## src/hdl/chaikin_pkg.sv

```systemverilog
// Shared definitions for the Chaikin polyline smoother.
// Holds the cell phase type, parameter defaults and register constants; no dependencies.
package chaikin_pkg;

    localparam int MAX_DEGREE_DEF = 5;
    localparam int COORD_BITS_DEF = 16;

    // Width and reset value of the pass count register.
    localparam int PASS_W = 3;
    localparam logic [PASS_W-1:0] PASS_COUNT_RST = 3'd1;

    // What a cell emits next for the point it holds.
    typedef enum logic [1:0] {
        PH_CUT_A,   // (3*prior + current) / 4
        PH_CUT_B,   // (prior + 3*current) / 4
        PH_CUR      // the current point itself, with its last mark
    } t_phase;

endpackage

```

## src/hdl/chaikin_cell.sv

```systemverilog
// One corner-cutting pass of the Chaikin smoother, as a cell of the chain.
// Depends on chaikin_pkg for the phase type and parameter defaults.
module chaikin_cell
    import chaikin_pkg::*;
#(
    parameter int COORD_BITS = COORD_BITS_DEF
) (
    input  logic                  i_clk,
    input  logic                  i_rst_n,
    input  logic                  i_enable,
    input  logic                  i_in_valid,
    output logic                  o_in_stall,
    input  logic [COORD_BITS-1:0] i_x,
    input  logic [COORD_BITS-1:0] i_y,
    input  logic                  i_last,
    output logic                  o_out_valid,
    input  logic                  i_out_stall,
    output logic [COORD_BITS-1:0] o_x,
    output logic [COORD_BITS-1:0] o_y,
    output logic                  o_last
);

    localparam int SW = COORD_BITS + 2;

    // (3a + b) / 4, truncated toward zero. The sum is exact in SW bits.
    function automatic logic [COORD_BITS-1:0] cut(input logic [COORD_BITS-1:0] a,
                                                  input logic [COORD_BITS-1:0] b);
        logic signed [SW-1:0] ae;
        logic signed [SW-1:0] be;
        logic signed [SW-1:0] sum;
        logic signed [SW-1:0] adj;
        logic signed [SW-1:0] quo;
        ae  = SW'(signed'(a));
        be  = SW'(signed'(b));
        sum = (ae <<< 1) + ae + be;
        adj = sum + {{(SW-2){1'b0}}, sum[SW-1], sum[SW-1]};
        quo = adj >>> 2;
        return quo[COORD_BITS-1:0];
    endfunction

    logic                  r_busy, n_busy;
    t_phase                r_phase, n_phase;
    logic                  r_prior_valid;
    logic [COORD_BITS-1:0] r_prior_x, r_prior_y;
    logic [COORD_BITS-1:0] r_cx, r_cy, r_px, r_py;
    logic                  r_last;
    logic                  r_out_valid;
    logic [COORD_BITS-1:0] r_out_x, r_out_y;
    logic                  r_out_last;

    logic                  w_out_free, w_emit, w_finish, w_accept;
    logic [COORD_BITS-1:0] w_sel_x, w_sel_y;
    logic                  w_sel_last;

    assign w_out_free = !r_out_valid || !i_out_stall;
    assign w_emit     = r_busy && w_out_free;
    assign w_finish   = w_emit && ((r_phase == PH_CUR) || (r_phase == PH_CUT_B && !r_last));
    assign o_in_stall = r_busy && !w_finish;
    assign w_accept   = i_in_valid && !o_in_stall;

    // Next phase. A new point may be taken in the cycle the previous one finishes.
    always_comb begin
        n_busy  = r_busy;
        n_phase = r_phase;
        if (w_accept) begin
            n_busy  = 1'b1;
            n_phase = (i_enable && r_prior_valid) ? PH_CUT_A : PH_CUR;
        end else if (w_finish) begin
            n_busy = 1'b0;
        end else if (w_emit) begin
            unique case (r_phase)
                PH_CUT_A: n_phase = PH_CUT_B;
                PH_CUT_B: n_phase = PH_CUR;
                default:  n_phase = PH_CUR;
            endcase
        end
    end

    // Point emitted in the current phase.
    always_comb begin
        unique case (r_phase)
            PH_CUT_A: begin
                w_sel_x    = cut(r_px, r_cx);
                w_sel_y    = cut(r_py, r_cy);
                w_sel_last = 1'b0;
            end
            PH_CUT_B: begin
                w_sel_x    = cut(r_cx, r_px);
                w_sel_y    = cut(r_cy, r_py);
                w_sel_last = 1'b0;
            end
            default: begin
                w_sel_x    = r_cx;
                w_sel_y    = r_cy;
                w_sel_last = r_last;
            end
        endcase
    end

    always_ff @(posedge i_clk) begin
        if (!i_rst_n) begin
            r_busy        <= 1'b0;
            r_phase       <= PH_CUR;
            r_prior_valid <= 1'b0;
            r_out_valid   <= 1'b0;
        end else begin
            r_busy  <= n_busy;
            r_phase <= n_phase;
            if (w_accept && i_enable) begin
                r_prior_valid <= !i_last;
            end
            if (w_emit) begin
                r_out_valid <= 1'b1;
            end else if (!i_out_stall) begin
                r_out_valid <= 1'b0;
            end
        end
    end

    // Payload registers. The working copy keeps the old prior so the
    // stored point can be updated at once on acceptance.
    always_ff @(posedge i_clk) begin
        if (w_accept) begin
            r_cx   <= i_x;
            r_cy   <= i_y;
            r_px   <= r_prior_x;
            r_py   <= r_prior_y;
            r_last <= i_last;
            if (i_enable && !i_last) begin
                r_prior_x <= i_x;
                r_prior_y <= i_y;
            end
        end
        if (w_emit) begin
            r_out_x    <= w_sel_x;
            r_out_y    <= w_sel_y;
            r_out_last <= w_sel_last;
        end
    end

    assign o_out_valid = r_out_valid;
    assign o_x         = r_out_x;
    assign o_y         = r_out_y;
    assign o_last      = r_out_last;

endmodule

```

## src/hdl/chaikin_polyline_smoother_unit.sv

```systemverilog
// Top level of the Chaikin polyline smoother: pass count register and the chain of cells.
// Depends on chaikin_pkg and chaikin_cell.
//
// The block takes polyline vertices one transaction at a time and returns the
// polyline after pass_count rounds of Chaikin corner cutting. The first vertex
// of a line comes out unchanged; every later vertex yields the two cut points
// (3p+c)/4 and (p+3c)/4, rounded toward zero, and the vertex marked with
// end_of_line is also repeated itself with last_point set. A chain of
// MAX_DEGREE identical cells does the work, one cell per pass; cells beyond
// pass_count simply forward points without touching their stored vertex.
// Each cell emits at most one point per cycle and accepts its next point in
// the cycle it emits the final point of the current one. With k passes an
// interior vertex makes 2^k output transactions; the output side sets the
// rate at one point per cycle while the receiver does not stall. A point
// passes a cell's working and then its output registers. pass_count may only
// be written while the block is idle; values above MAX_DEGREE saturate.

module chaikin_polyline_smoother_unit
    import chaikin_pkg::*;
#(
    parameter int MAX_DEGREE = MAX_DEGREE_DEF,
    parameter int COORD_BITS = COORD_BITS_DEF
) (
    input  logic                  i_clk,
    input  logic                  i_rst_n,
    // Configuration: pass count
    input  logic                  i_cfg_we,
    input  logic [PASS_W-1:0]     i_cfg_wdata,
    // Vertex input channel
    input  logic                  i_in_valid,
    output logic                  o_in_stall,
    input  logic [COORD_BITS-1:0] i_vertex_x,
    input  logic [COORD_BITS-1:0] i_vertex_y,
    input  logic                  i_end_of_line,
    // Smoothed point output channel
    output logic                  o_out_valid,
    input  logic                  i_out_stall,
    output logic [COORD_BITS-1:0] o_point_x,
    output logic [COORD_BITS-1:0] o_point_y,
    output logic                  o_last_point
);

    localparam logic [PASS_W-1:0] MaxPass = PASS_W'(MAX_DEGREE);

    logic [PASS_W-1:0] r_pass_count;

    // Links of the chain: index g feeds cell g, index g+1 is its output.
    logic [MAX_DEGREE:0]                 w_vld;
    logic [MAX_DEGREE:0]                 w_stall;
    logic [MAX_DEGREE:0][COORD_BITS-1:0] w_x;
    logic [MAX_DEGREE:0][COORD_BITS-1:0] w_y;
    logic [MAX_DEGREE:0]                 w_last;
    logic [MAX_DEGREE-1:0]               w_cell_en;

    always_ff @(posedge i_clk) begin
        if (!i_rst_n) begin
            r_pass_count <= PASS_COUNT_RST;
        end else if (i_cfg_we) begin
            r_pass_count <= (i_cfg_wdata > MaxPass) ? MaxPass : i_cfg_wdata;
        end
    end

    assign w_vld[0]   = i_in_valid;
    assign w_x[0]     = i_vertex_x;
    assign w_y[0]     = i_vertex_y;
    assign w_last[0]  = i_end_of_line;
    assign o_in_stall = w_stall[0];

    for (genvar g = 0; g < MAX_DEGREE; g++) begin : g_cell
        // Cell g runs a pass only when the pass count reaches past it.
        assign w_cell_en[g] = (r_pass_count > PASS_W'(g));

        chaikin_cell #(
            .COORD_BITS (COORD_BITS)
        ) u_cell (
            .i_clk       (i_clk),
            .i_rst_n     (i_rst_n),
            .i_enable    (w_cell_en[g]),
            .i_in_valid  (w_vld[g]),
            .o_in_stall  (w_stall[g]),
            .i_x         (w_x[g]),
            .i_y         (w_y[g]),
            .i_last      (w_last[g]),
            .o_out_valid (w_vld[g+1]),
            .i_out_stall (w_stall[g+1]),
            .o_x         (w_x[g+1]),
            .o_y         (w_y[g+1]),
            .o_last      (w_last[g+1])
        );
    end

    assign w_stall[MAX_DEGREE] = i_out_stall;
    assign o_out_valid         = w_vld[MAX_DEGREE];
    assign o_point_x           = w_x[MAX_DEGREE];
    assign o_point_y           = w_y[MAX_DEGREE];
    assign o_last_point        = w_last[MAX_DEGREE];

endmodule

```

## config.mk

```make
export PLATFORM = sky130hd
export DESIGN_NAME = chaikin_polyline_smoother_unit
export DESIGN_NICKNAME = d
export VERILOG_FILES = /design/src/hdl/chaikin_pkg.sv /design/src/hdl/chaikin_cell.sv /design/src/hdl/chaikin_polyline_smoother_unit.sv
export SDC_FILE = /design/constraint.sdc
export NUM_CORES = 2
export LEC_CHECK = 0
export BUFFER_PORTS_ARGS = -buffer_cell sky130_fd_sc_hd__buf_4
export CORE_UTILIZATION = 70
export DETAILED_ROUTE_END_ITERATION = 16
export PLACE_DENSITY = 0.87
export RECOVER_POWER = 100
export SLEW_MARGIN = 40
export SYNTH_ARGS = -nofsm -noshare
export SYNTH_HDL_FRONTEND = slang
export SYNTH_SLANG_ARGS = --single-unit
```

## constraint.sdc

```tcl
create_clock -name i_clk -period 12.9 [get_ports i_clk]
set_input_delay 1.29 -clock i_clk [delete_from_list [all_inputs] [get_ports i_clk]]
set_output_delay 1.29 -clock i_clk [all_outputs]
set_load 0.05 [all_outputs]
```

==> out/results.txt <==
RR Endpoint = g_cell[2].u_cell.r_prior_valid$_SDFFE_PN0P_
Layout cells sized above 1 = 5.303%
WL final = 125800 um
Cell Area, Synth = 52700 sq um
PD cells = 105.9 nW/um^2
Clk sinks = 678
Syn Area/Cell = 10.95 sq um
GPL Wtd Cong = 0.9745
Fill count = 4868
Clk slew on worst S/H paths = 0.06 ns
Clk_lat worst skew = 0.65 ns
All-Layer GR Usage = 32.88%
HP Class = reg -> reg
Routed len/inst = 21.22 um
Synth cell count leaders = edfxtp_1 (650), ha_1 (350), fa_1 (320), nor2_1 (313), nand2_1 (310)
Clock Tree Root = clkbuf_16
Core box area = 74450 sq um
Largest cells by area after synthesis = edfxtp_1 (37%), fa_1 (12%), ha_1 (8.3%)
Most frequent cell after synthesis = edfxtp_1
Sequential area share after synthesis = 38.10%
Netlist cell types = 117
Largest net degree at the start of global routing = 70
Final setup fails = 0
RSZ-0062 raised after global routing = false
IO Pins = 76
Total global routing overflow = 0
Tmin final = 8.413 ns
Site row count = 100
Leak Pwr = 20.75 nW
Sink of the worst hold path = g_cell[1].u_cell.r_px[9]$_DFFE_PP_
Slew at the pin closest to its max-slew limit = 3.618 ns
ANT cells = 0
DRC = 0
Nets = 5612
CTS tree = done
Placed insts = 5795
Non-filler cells, final = 5928
Layout overhead on the synthesized area = 7.263%
Failing checks = capacitance limit, slew limit
Port bufs = 75
Final Slew Violations = 689
R2R Setup Slk = 4.49 ns
Die Area = 76380 sq um
Routed vias/inst = 6.702
Dpl hpwl = 96930 um
Number of flops mapped to enable cells by yosys = 650
Max FO, Critical Path = 69
Fraction of registers with async set/reset = 0%
Antenna Violating Nets Remaining = 0
Syn Inst Count = 4812
Initial DRT Pass Iterations = 7
Crit path arrival time = 8.96 ns
Final core utilization = 75.93%
Crit start category = flop
Postcts setup bufs = 0
CP Capture Type = flop
Most common flop cell mapped by yosys = edfxtp_1
Max_cap viols = 17
R2r startpoint = g_cell[4].u_cell.r_phase[1]$_SDFFE_PN1P_
1st-iter DRT viols = 3654
Run status = complete, but fails checks
Cell accounting for the most synthesized area = edfxtp_1
Reg2reg path depth = 12
Initial antenna violation count = 0
Hold-fix buffers, CTS = 0
Hold path start = g_cell[1].u_cell.r_prior_x[9]$_DFFE_PP_
Final Cycle Share = 65.22%
Synth warnings = 0
Cts bufs inserted = 73
TNS Setup = 0 ns
Clk buf depth = 3
Initial core utilization = 70.78%
VDD IR max = 0.1431 mV
CTS H-tree depth = 3
Final setup skew = 0.03930 ns
Die height = 276.4 um
Final hold viol count = 0
Synthesized Nets = 5523
Synthesized flop and latch total = 678
First-pass GRT wire length = 202900 um
F_max = 0.1189 GHz
Vias in the first global route = 40050
CTS resizes = 0
Die width = 276.4 um
Via count = 39730
Slew HR = -141.2%
Setup CP Type = reg -> reg
Top cell type's share of synthesized area = 37.04%
WHS Path Cells = 0
Required time worst endpoint = 13.45 ns
[final cells by class]
type | instances | area (sq um) | area share [%]
tap | 969 | 1212 | 2.145
sequential | 678 | 20080 | 35.53
clock inverter | 47 | 535.5 | 0.9474
timing repair buffer | 104 | 545.5 | 0.9651
inverter | 181 | 679.4 | 1.202
multi-input combinational | 3863 | 31520 | 55.76
clock buffer | 86 | 1948 | 3.447
[routing by layer]
layer  wire length, um  global-route usage (%)  vias up
li1                  -                       -    18400
met1             47140                   38.13    19220
met2             64440                   59.14     1636
met3              7094                   4.394      469
met4              7114                   17.48        0
met5                 0                       0        -
[placed cells by master, fill, tap and decap left out, types with 27 or more instances in the layout]
cell	count
nor2b_1	52
mux2i_1	50
inv_1	175
nor4_1	37
clkbuf_1	76
edfxtp_1	650
a211oi_1	76
a31oi_1	53
nand2b_1	46
xnor2_1	287
xor2_1	199
o211ai_1	33
nand3_1	102
a21oi_1	297
nor3b_1	27
o31ai_1	33
a21o_1	98
o21bai_1	31
or3_1	30
or2_2	30
and3_1	50
nor2_1	306
clkbuf_16	75
fa_1	320
o21a_1	96
nand2_1	310
nor3_1	121
o21ai_0	238
and2_1	47
nand4_1	49
o22ai_1	36
ha_1	350
[metrics by stage]
| step | worst slack [ns] | power (mW) | instance area (sq um) | hold slack, ns |
|---|---|---|---|---|
| 2_1_floorplan | 5.618 | 3.537 | 52700 | 0.4003 |
| 6_report | 4.487 | 5.986 | 56520 | 0.3942 |
| 3_3_place_gp | 7.322 | 3.778 | 54390 | 0.4003 |
| 3_5_place_dp | 7.240 | 3.832 | 54510 | 0.4045 |
| 5_1_grt | 3.838 | 6.218 | 56520 | 0.4056 |
| 4_1_cts | 7.174 | 5.995 | 56990 | 0.3932 |
[how the worst max path moves through the flow]
stage | startpoint | end | slack (ns) | depth (start not counted)
after floorplan | i_out_stall | g_cell[2].u_cell.r_prior_x[0]$_DFFE_PP_ | 5.62 | 7
after global placement | g_cell[3].u_cell.r_py[1]$_DFFE_PP_ | g_cell[3].u_cell.o_y[13]$_DFFE_PP_ | 7.32 | 17
after detailed placement | g_cell[1].u_cell.r_px[1]$_DFFE_PP_ | g_cell[1].u_cell.o_x[15]$_DFFE_PP_ | 7.24 | 19
after CTS | g_cell[1].u_cell.r_px[1]$_DFFE_PP_ | g_cell[1].u_cell.o_x[15]$_DFFE_PP_ | 7.17 | 19
after global routing | g_cell[4].u_cell.r_phase[1]$_SDFFE_PN1P_ | g_cell[1].u_cell.r_prior_y[1]$_DFFE_PP_ | 3.84 | 10
final | g_cell[4].u_cell.r_phase[1]$_SDFFE_PN1P_ | g_cell[2].u_cell.r_prior_valid$_SDFFE_PN0P_ | 4.49 | 12
[worst max-delay path: stages (launching register included)]
cell,delay [ns]
dfxtp_1,0.30
clkbuf_1,1.28
mux2i_1,0.29
o211a_1,0.40
o211ai_1,0.45
a21oi_1,0.28
nor2b_4,0.15
clkbuf_1,2.54
nand2_1,0.29
nor2_1,0.83
clkbuf_1,1.15
a21oi_1,0.13
nor2b_1,0.21
[flip-flops by register name, summed over array words and instances, names as in the netlist]
name	cells
g_cell.u_cell.r_phase	10
g_cell.u_cell.r_busy	5
g_cell.u_cell.o_x	80
g_cell.u_cell.r_py	80
g_cell.u_cell.o_y	80
g_cell.u_cell.r_prior_y	80
g_cell.u_cell.r_last	5
g_cell.u_cell.o_last	5
g_cell.u_cell.r_px	80
g_cell.u_cell.r_cx	80
g_cell.u_cell.r_cy	80
g_cell.u_cell.r_prior_valid	5
g_cell.u_cell.r_prior_x	80
r_pass_count	3
g_cell.u_cell.o_out_valid	5
[report_power, final]
group	switching (mW)	total, mW	internal (mW)
combinational	0.790	1.32	0.534
sequential	0.0480	2.49	2.45
clock	0.896	2.17	1.27
[cell families after synthesis]
kind of cell / Yosys count / share of synthesized area (%)
xor+xnor: 488 / 8.151
mux: 57 / 1.123
buf+inv: 271 / 1.952
fa+ha+maj: 670 / 20.47
simple gates: 1324 / 12.91
compound gates: 1324 / 17.29
flops: 678 / 38.10
(Power assumes the default switching activity.)
